### src/rtl/layer_insertion_sorter_defines.svh
// ----------------------------------------------------------------------------
// Assertion macros for the layer insertion sorter
// ----------------------------------------------------------------------------
`ifndef LAYER_INSERTION_SORTER_DEFINES_SVH
`define LAYER_INSERTION_SORTER_DEFINES_SVH

// Property must hold at every rising clock edge outside reset.
`define LIS_ASSERT(label, clk, rst_n, prop, msg) \
  label: assert property (@(posedge clk) disable iff (!rst_n) prop) else $error(msg);

// Condition must never be true outside reset.
`define LIS_ASSERT_NEVER(label, clk, rst_n, cond, msg) \
  label: assert property (@(posedge clk) disable iff (!rst_n) !(cond)) else $error(msg);

`endif

### src/rtl/lis_pkg.sv
// ----------------------------------------------------------------------------
// lis_pkg
// Types and constants shared by the layer insertion sorter and its interfaces.
// ----------------------------------------------------------------------------
package lis_pkg;

  localparam int unsigned MaxEntries  = 64;
  localparam int unsigned KeyWidth    = 16;
  localparam int unsigned LayerWidth  = 16;
  localparam int unsigned HandleWidth = 16;
  localparam int unsigned IdxWidth    = $clog2(MaxEntries);
  localparam int unsigned CntWidth    = $clog2(MaxEntries + 1);

  typedef struct packed {
    logic signed [LayerWidth-1:0] layer_key;
    logic [HandleWidth-1:0]       object_handle;
    logic                         list_end;
  } in_item_t;

  typedef struct packed {
    logic [HandleWidth-1:0]       sorted_handle;
    logic signed [LayerWidth-1:0] sorted_layer;
    logic                         run_last;
    logic                         overflow;
  } out_item_t;

  // One store entry: key and handle share a memory word.
  typedef struct packed {
    logic [KeyWidth-1:0]    key;
    logic [HandleWidth-1:0] handle;
  } entry_t;

endpackage

### src/rtl/lis_in_if.sv
// ----------------------------------------------------------------------------
// lis_in_if
// Valid/ready channel carrying one object of the list per transaction.
// ----------------------------------------------------------------------------
interface lis_in_if import lis_pkg::*; ();
  logic     valid;
  logic     ready;
  in_item_t data;

  modport source (output valid, output data, input ready);
  modport sink   (input valid, input data, output ready);
endinterface

### src/rtl/lis_out_if.sv
// ----------------------------------------------------------------------------
// lis_out_if
// Valid/ready channel carrying one sorted entry per transaction.
// ----------------------------------------------------------------------------
interface lis_out_if import lis_pkg::*; ();
  logic      valid;
  logic      ready;
  out_item_t data;

  modport source (output valid, output data, input ready);
  modport sink   (input valid, input data, output ready);
endinterface

### src/rtl/layer_insertion_sorter.sv
// Insert: an object is accepted in StIdle; each stored entry that moves up
//   takes a read (StInsRd) and a shift (StInsCmp); the final write follows.
// Flow: one object at a time; the shift loop through the single-port-read
//   store sets the rate. On a list end, each entry is read, then held for the sink.
// Reset: asynchronous, clears the fill count, overflow flag and control FSM.
//   The store itself is not cleared; no clearing pass is needed.
// ----------------------------------------------------------------------------
// layer_insertion_sorter
// Stable insertion sort of a list of objects by signed layer key, emitting the
// sorted run on the transaction flagged list_end.
// ----------------------------------------------------------------------------
module layer_insertion_sorter
  import lis_pkg::*;
(
  input  logic clk_i,
  input  logic rst_ni,
  lis_in_if.sink    in_i,
  lis_out_if.source out_o
);

  `include "layer_insertion_sorter_defines.svh"

  // One-hot control FSM.
  typedef enum logic [4:0] {
    StIdle    = 5'b00001,
    StInsRd   = 5'b00010,  // issue read of the entry below the hole, or fill place 0
    StInsCmp  = 5'b00100,  // compare, then shift up or drop new entry in
    StEmitRd  = 5'b01000,  // issue read of the next entry to emit
    StEmitOut = 5'b10000   // present entry, wait for the sink
  } state_e;

  state_e state_q, state_d;

  // Item being inserted.
  logic [KeyWidth-1:0]    key_q;
  logic [HandleWidth-1:0] handle_q;
  logic                   last_q;

  // pos_q marks the hole the new entry is moving down into.
  logic [IdxWidth-1:0] pos_q, pos_d;
  logic [IdxWidth-1:0] idx_q, idx_d;
  logic [CntWidth-1:0] count_q, count_d;
  logic                ovf_q, ovf_d;

  // Store: synchronous write, registered read.
  entry_t              mem_q [MaxEntries];
  entry_t              rd_data_q;
  logic                wr_en, rd_en;
  logic [IdxWidth-1:0] wr_addr, rd_addr;
  entry_t              wr_data;

  logic in_fire, out_fire, emit_last, store_full, key_gt;

  assign in_fire    = in_i.valid && in_i.ready;
  assign out_fire   = out_o.valid && out_o.ready;
  assign store_full = (count_q == CntWidth'(MaxEntries));
  assign emit_last  = ((CntWidth'(idx_q) + CntWidth'(1)) == count_q);
  // Strict greater-than keeps equal layers in arrival order.
  assign key_gt     = ($signed(rd_data_q.key) > $signed(key_q));

  assign in_i.ready = (state_q == StIdle);

  always_ff @(posedge clk_i) begin
    if (wr_en) begin
      mem_q[wr_addr] <= wr_data;
    end
    if (rd_en) begin
      rd_data_q <= mem_q[rd_addr];
    end
  end

  always_ff @(posedge clk_i) begin
    if (in_fire) begin
      key_q    <= in_i.data.layer_key[KeyWidth-1:0];
      handle_q <= in_i.data.object_handle;
      last_q   <= in_i.data.list_end;
    end
  end

  always_comb begin
    state_d = state_q;
    pos_d   = pos_q;
    idx_d   = idx_q;
    count_d = count_q;
    ovf_d   = ovf_q;
    wr_en   = 1'b0;
    wr_addr = pos_q;
    wr_data = '{key: key_q, handle: handle_q};
    rd_en   = 1'b0;
    rd_addr = pos_q - IdxWidth'(1);

    unique case (state_q)
      StIdle: begin
        if (in_fire) begin
          if (store_full) begin
            // Dropped; a list end still flushes the full store.
            ovf_d = 1'b1;
            if (in_i.data.list_end) begin
              idx_d   = '0;
              state_d = StEmitRd;
            end
          end else begin
            pos_d   = count_q[IdxWidth-1:0];
            state_d = StInsRd;
          end
        end
      end

      StInsRd: begin
        if (pos_q == '0) begin
          // Reached the bottom: new entry goes in place 0.
          wr_en   = 1'b1;
          count_d = count_q + CntWidth'(1);
          idx_d   = '0;
          state_d = last_q ? StEmitRd : StIdle;
        end else begin
          rd_en   = 1'b1;
          state_d = StInsCmp;
        end
      end

      StInsCmp: begin
        wr_en = 1'b1;
        if (key_gt) begin
          wr_data = rd_data_q;
          pos_d   = pos_q - IdxWidth'(1);
          state_d = StInsRd;
        end else begin
          count_d = count_q + CntWidth'(1);
          idx_d   = '0;
          state_d = last_q ? StEmitRd : StIdle;
        end
      end

      StEmitRd: begin
        rd_en   = 1'b1;
        rd_addr = idx_q;
        state_d = StEmitOut;
      end

      StEmitOut: begin
        if (out_fire) begin
          if (emit_last) begin
            count_d = '0;
            ovf_d   = 1'b0;
            state_d = StIdle;
          end else begin
            idx_d   = idx_q + IdxWidth'(1);
            state_d = StEmitRd;
          end
        end
      end

      default: state_d = StIdle;
    endcase
  end

  always_ff @(posedge clk_i or negedge rst_ni) begin
    if (!rst_ni) begin
      state_q <= StIdle;
      pos_q   <= '0;
      idx_q   <= '0;
      count_q <= '0;
      ovf_q   <= 1'b0;
    end else begin
      state_q <= state_d;
      pos_q   <= pos_d;
      idx_q   <= idx_d;
      count_q <= count_d;
      ovf_q   <= ovf_d;
    end
  end

  // Read data register holds the entry while the sink stalls.
  assign out_o.valid              = (state_q == StEmitOut);
  assign out_o.data.sorted_handle = rd_data_q.handle;
  assign out_o.data.sorted_layer  = LayerWidth'($signed(rd_data_q.key));
  assign out_o.data.run_last      = emit_last;
  assign out_o.data.overflow      = ovf_q;

  // --------------------------------------------------------------------------
  // Assertions
  // --------------------------------------------------------------------------
  `LIS_ASSERT_NEVER(a_count_range, clk_i, rst_ni, count_q > CntWidth'(MaxEntries), "fill count beyond store depth")
  `LIS_ASSERT_NEVER(a_no_overlap, clk_i, rst_ni, in_i.ready && out_o.valid, "input taken while emitting")
  `LIS_ASSERT(a_full_sets_ovf, clk_i, rst_ni, in_fire && store_full |=> ovf_q, "drop on full store not flagged")
  `LIS_ASSERT(a_run_clears, clk_i, rst_ni, out_fire && out_o.data.run_last |=> (count_q == '0) && !ovf_q, "store not emptied after run")

endmodule

### src/flat_wrapper.sv
// flat-port wrapper written by rule: the top's interface ports become plain ports
module layer_insertion_sorter_flat import lis_pkg::*;
  (clk_i, rst_ni, in_i_valid, in_i_data, in_i_ready, out_o_valid, out_o_data, out_o_ready);
  lis_in_if in_i_i ();
  lis_out_if out_o_i ();
  input  logic clk_i;
  input  logic rst_ni;
  input wire logic [$bits(in_i_i.valid)-1:0] in_i_valid;
  input wire logic [$bits(in_i_i.data)-1:0] in_i_data;
  output wire logic [$bits(in_i_i.ready)-1:0] in_i_ready;
  output wire logic [$bits(out_o_i.valid)-1:0] out_o_valid;
  output wire logic [$bits(out_o_i.data)-1:0] out_o_data;
  input wire logic [$bits(out_o_i.ready)-1:0] out_o_ready;
  assign in_i_i.valid = in_i_valid;
  assign in_i_i.data = in_i_data;
  assign in_i_ready = in_i_i.ready;
  assign out_o_valid = out_o_i.valid;
  assign out_o_data = out_o_i.data;
  assign out_o_i.ready = out_o_ready;
  layer_insertion_sorter u_core (.clk_i(clk_i), .rst_ni(rst_ni), .in_i(in_i_i), .out_o(out_o_i));
endmodule
### config.mk
export PLATFORM = sky130hd
export DESIGN_NAME = layer_insertion_sorter_flat
export DESIGN_NICKNAME = d
export VERILOG_FILES = /design/src/rtl/lis_pkg.sv /design/src/rtl/lis_in_if.sv /design/src/rtl/lis_out_if.sv /design/src/rtl/layer_insertion_sorter.sv /design/src/flat_wrapper.sv
export VERILOG_INCLUDE_DIRS = /design/src /design/src/rtl
export SDC_FILE = /design/constraint.sdc
export NUM_CORES = 2
export LEC_CHECK = 0
export ABC_AREA = 1
export BUFFER_PORTS_ARGS = -buffer_cell sky130_fd_sc_hd__clkbuf_2
export CORE_MARGIN = 1
export CORE_UTILIZATION = 30
export CTS_BUF_LIST = sky130_fd_sc_hd__clkbuf_4
export CTS_CLUSTER_DIAMETER = 150
export DETAILED_ROUTE_END_ITERATION = 10
export PLACE_DENSITY_LB_ADDON = 0.2
export SKIP_CTS_REPAIR_TIMING = 1
export SLEW_MARGIN = 30
export SYNTH_ARGS = -nofsm -noshare
export SYNTH_HDL_FRONTEND = slang
export SYNTH_SLANG_ARGS = --single-unit
### constraint.sdc
create_clock -name clk_i -period 15.14 [get_ports clk_i]
set_input_delay 3.028 -clock clk_i [delete_from_list [all_inputs] [get_ports clk_i]]
set_output_delay 3.028 -clock clk_i [all_outputs]
set_load 0.01 [all_outputs]
* After elaboration in Yosys (flattened, before gate mapping)
Memory sizes are Yosys's and may differ from the RTL's. A register that Yosys moved wholly into a read port is not among the register bits. Index checks and enable logic that the tools add are counted.
Operators by class: add/subtract/negate cells 4, $lt $le $gt $ge 1, equal/unequal tests 18, mux-type cells 40, reductions and logical operators 12
Operators by type and width (number):
- two-way mux 6 bit | 11
- two-way mux 32 bit | 2
- two-way mux 5 bit | 6
- two-way mux 7 bit | 4
- case mux 5 bit (5 select lines) | 1
- case mux 6 bit (4 select lines) | 1
- case mux 7 bit (3 select lines) | 1
- greater-than comparator 16 bit | 1
- inequality test 2 bit, second input constant | 8
- case mux 6 bit (2 select lines) | 1
- AND reduction 5 bit | 2
- two-way mux 1 bit | 8
- two-way mux 4 bit | 2
- AND reduction 8 bit | 1
- adder 6 x 1 -> 7 bit, second input constant | 1
- adder 7 x 1 -> 7 bit, second input constant | 1
- == test 7 bit | 1
- == test 7 bit, second input constant | 1
- adder 6 x 1 -> 6 bit, second input constant | 1
- logical NOT 6 bit | 1
- case mux 1 bit (2 select lines) | 3
- subtractor 6 x 1 -> 6 bit, second input constant | 1
- == test 5 x 1 -> 1 bit, second input constant | 1
- == test 5 x 2 -> 1 bit, second input constant | 1
- other kinds (11) | 14
Word-level totals: register bits after elaboration 58, RAM bits 2048, output and inout port bits 36, memories 1
Memories:
- u_core.mem_q | depth 64, width 32, rd ports 1, clocked after Yosys merged registers in 1, wr ports 1, line layer_insertion_sorter.sv:46 | entry_t mem_q [MaxEntries];

* Logic depth before layout (Yosys ltp)
depth in word-level cells 5, depth in mapped cells 19, gate-level depth less buffers 19

* Least setup slack after synthesis
Ideal clock, no wire load.
path type flip-flop to flip-flop, from register u_core.pos_q[1], to memory u_core.mem_q[33][0] in the netlist's numbering, enable pin, data arrival time 4711 ps, required time 14638 ps, path slack 9927 ps, stages on the path, launching flop included 10, buffers on the path 1, clock period less this slack 5213 ps, cell sequence dfrtp_1 > buf_2 > inv_1 > ha_1 > nand3_1 > nor3_2 > nand2_1 > nand2_1 > nand3_1 > nor4_1
Between the ends: word-level cells in the longest chain between the ends 5
Ends and longest elaborated chain:
- start: declaration | line layer_insertion_sorter.sv:40 | logic [IdxWidth-1:0] pos_q, pos_d;
- start signal: assignment | line layer_insertion_sorter.sv:167 | pos_q <= pos_d;
- logical NOT 6 bit | line layer_insertion_sorter.sv:110 | if (pos_q == '0) begin
- two-way mux 1 bit | line layer_insertion_sorter.sv:110
- case mux 1 bit (2 select lines) | line layer_insertion_sorter.sv:92 | unique case (state_q)
- two-way mux 1 bit | line layer_insertion_sorter.sv:64 | if (wr_en) begin
- two-way mux 1 bit (implied by the code) | line layer_insertion_sorter.sv:65 | mem_q[wr_addr] <= wr_data;
- end: declaration | line layer_insertion_sorter.sv:46
Several ways; a longest one is shown, not always the timed one.

* Final worst setup path
from register u_core.state_q[2], to output out_o_valid
Between the ends: word-level cells in the longest chain between the ends 1
Ends and longest elaborated chain:
- start: declaration | line layer_insertion_sorter.sv:32 | state_e state_q, state_d;
- start signal: assignment | line layer_insertion_sorter.sv:160 | state_q <= StIdle;
- start signal: assignment | line layer_insertion_sorter.sv:166 | state_q <= state_d;
- == test 5 bit | line layer_insertion_sorter.sv:175 | assign out_o.valid = (state_q == StEmitOut);
- end: declaration | line flat_wrapper.sv:11 | output wire logic [$bits(out_o_i.valid)-1:0] out_o_valid;
No other way between the ends.

==> reports/summary.txt <==
vias in the first global route -> 63666
io pins -> 73
Net Count, Synth -> 9193
DR pass1 iterations -> 5
first-pass GRT wire length -> 448000 µm
top-area cell type share of the netlist area -> 0.676
clk buf depth -> 4
number of clock buffers inserted by TritonCTS -> 580
Tcrit/Tclk final -> 0.407
Worst Path Buf+Inv -> 2
fmax -> 162 MHz
PnR worst setup slack -> 8.98 ns
number of nets with antenna violations after routing -> 0
Cell Chain, Critical Path -> nor2_1 > nand3_1 > inv_1 > clkbuf_2
synth unique cells -> 36
TritonCTS clock tree -> yes
full die area -> 315000 µm²
outcome -> finished, final reports clean
Global Route Usage Sum -> 0.194
Avg Inst Size Synth -> 10.3 µm²
CTS Root Cell -> clkbuf_4
H-tree levels -> 6
post-synthesis cell area -> 93800 µm²
Filler Cell Count -> 31420
Clock Sinks -> 2138
slowest cell on the critical path -> nand3_1
leakage -> 45.3 nW
Avg Vias per Cell -> 4.69
Largest delay share family, worst path -> simple AND/OR/NAND/NOR gates
maxcap violations -> 0
Cells after Synth -> 9136
final hold violations -> 0
dpl ws -> 9.40 ns
total gr overflow -> 0
Initial Util -> 0.303
routed length per instance -> 22.1 µm
Slew HR -> 0.266
final instance area -> 107000 µm²
Yosys reg bits -> 2138
worst slew pin tran -> 1.10 ns
core area -> 310000 µm²
Ys Warns -> 0
Setup crit end kind -> output port
Final Wtd Congestion -> 0.792
P per Cell Area -> 192 nW/µm²
area added between synthesis and finish -> 13.7%
WHS -> 0.509 ns
DR DRC count -> 0
kind of start point of the critical path -> flop
worst ir drop on vdd -> 0.209 mV
placed cell areas -> 99400 µm²
FP Rows -> 204
routed via count -> 65777
# setup viols final -> 0
1st-iter DRT viols -> 6204
Pwr Total -> 20.4 mW
final slew viol count -> 0
Critical Path AT -> 3.13 ns
initial antenna violation count -> 12
worst hold-check path type -> reg -> reg
Die Span Y -> 561 µm
Req. time, crit path -> 12.11 ns
Die X -> 561 µm
CTS clk-pin slew, worst paths -> 0.07 ns
RSZ-0062 raised after global routing -> false
Port Buffers -> 72
DPL Wire Length -> 153000 µm
share of post-route cells with drive strength above 1 -> 0.127
cells taking the most area after synthesis -> edfxtp_1 (68%), nand3_1 (11%), nand2_1 (9.3%)
Total Nets Final -> 9555
setup TNS -> 0 ns
Tmin final -> 6.16 ns
Total Wirelength -> 310000 µm
Setup CP Type -> reg -> out
clock skew -> 0.0977 ns
Synth area leader -> edfxtp_1
Seq/Total Area, Yosys -> 0.683
clock latency on the worst-skew pair -> 1.34 ns
Worst Path Max Fanout -> 17
max incr delay on CP -> 0.51 ns
largest net degree at the start of global routing -> 187
[synth_stat cells, drive strengths merged]
cell type,instances
xor2,11
o21a,1
ha,20
a21o,1
or2,1
o21ai,40
buf,394
edfxtp,2113
xnor2,2
clkinv,1
clkbuf,73
nand4,17
nor2,91
a21oi,11
nor4,7
nor3,5
inv,1983
nand3,2012
o31ai,2
dfstp,1
nand3b,1
nand2,2323
o2111a,1
o21bai,1
dfrtp,24
[state kept, by name, indices dropped and copies added, names as in the netlist]
name,count
u_core.mem_q,2048
u_core.out_o.data,32
u_core.handle_q,16
u_core.key_q,16
u_core.count_q,7
u_core.idx_q,6
u_core.pos_q,6
u_core.state_q,5
u_core.last_q,1
u_core.ovf_q,1
[cells by family after synthesis]
kind of cell / count (synthesis) / synth area share
DFF: 2138 / 0.683
buffers and inverters: 2451 / 0.103
AOI/OAI and AO/OA: 57 / 0.00336
adders and majority gates: 20 / 0.00267
xor gates and xnor gates: 13 / 0.00121
and+or+nand+nor: 4457 / 0.206
[metal layers]
layer  vias to the layer above  global-route usage  part of all wire
li1                      30638                   -                 -
met1                     32325               0.258              0.44
met2                      2272               0.325              0.47
met3                       542              0.0267             0.059
met4                         0              0.0687             0.030
met5                         -                   0                 0
[layout by cell type, fill, tap and decap left out, drive strengths merged]
cell type | Yosys | routed
clkbuf | 73 | 914
dfstp | 1 | 1
o21a | 1 | 1
a21o | 1 | 1
o2111a | 1 | 1
nand2 | 2323 | 2323
ha | 20 | 20
clkinvlp | 0 | 2
xnor2 | 2 | 2
o31ai | 2 | 2
nor2 | 91 | 91
nor4 | 7 | 7
bufinv | 0 | 15
buf | 394 | 175
nand3b | 1 | 1
edfxtp | 2113 | 2113
nand4 | 17 | 17
diode | 0 | 6
or2 | 1 | 1
nor3 | 5 | 5
dfrtp | 24 | 24
o21bai | 1 | 1
clkinv | 1 | 110
o21ai | 40 | 40
nand3 | 2012 | 2012
xor2 | 11 | 11
a21oi | 11 | 11
inv | 1983 | 1999
[cell type report]
type	instances	area, µm²	area share
Antenna cell	6	15.0	0.000141
Clock buffer	842	6320	0.0592
Clock inverter	142	945	0.00885
Inverter	1984	7460	0.0699
Multi-Input combinational cell	4547	20900	0.196
Sequential cell	2138	64100	0.600
Tap cell	4120	5150	0.0483
Timing Repair Buffer	247	1860	0.0174
[path summary, 6_finish.rpt]
kind | from | endpoint | slack [ns] | cells after the start
worst max register to register | u_core.state_q[0] | u_core.out_o.data[27] | 9.55 | 14
worst max-delay path | u_core.state_q[2] | out_o_valid | 8.98 | 4
max in group asynchronous | rst_ni | u_core.pos_q[2] | 12.92 | 1
min in group asynchronous | rst_ni | u_core.count_q[1] | 1.73 | 1
worst min-delay path | u_core.ovf_q | u_core.ovf_q | 0.51 | 2
worst min register to register | u_core.ovf_q | u_core.ovf_q | 0.51 | 2
[per-stage QoR]
stage	instances	util
global placement	13030	0.320
detailed placement	13034	0.321
floorplan	9136	-
CTS	14018	0.344
global route	14022	0.344
finish	14026	0.344
[power breakdown]
part | internal (mW) | switching, mW | total (mW)
clock network | 2.79 | 2.44 | 5.23
logic | 1.99 | 6.14 | 8.13
registers | 6.99 | 0.0895 | 7.08
[worst register-to-register path, stage by stage (launching register included)]
cell,delay (ns)
dfstp_2,0.57
nor2_4,0.07
nand3_4,0.27
nand2_1,0.17
nand2_4,0.59
buf_4,0.74
buf_4,0.81
buf_4,0.86
nand2_1,0.17
nand3_1,0.12
nand3_1,0.11
nand3_1,0.11
nand3_1,0.11
nand3_1,0.35
nand2_1,0.23
(Power assumes the default switching activity.)
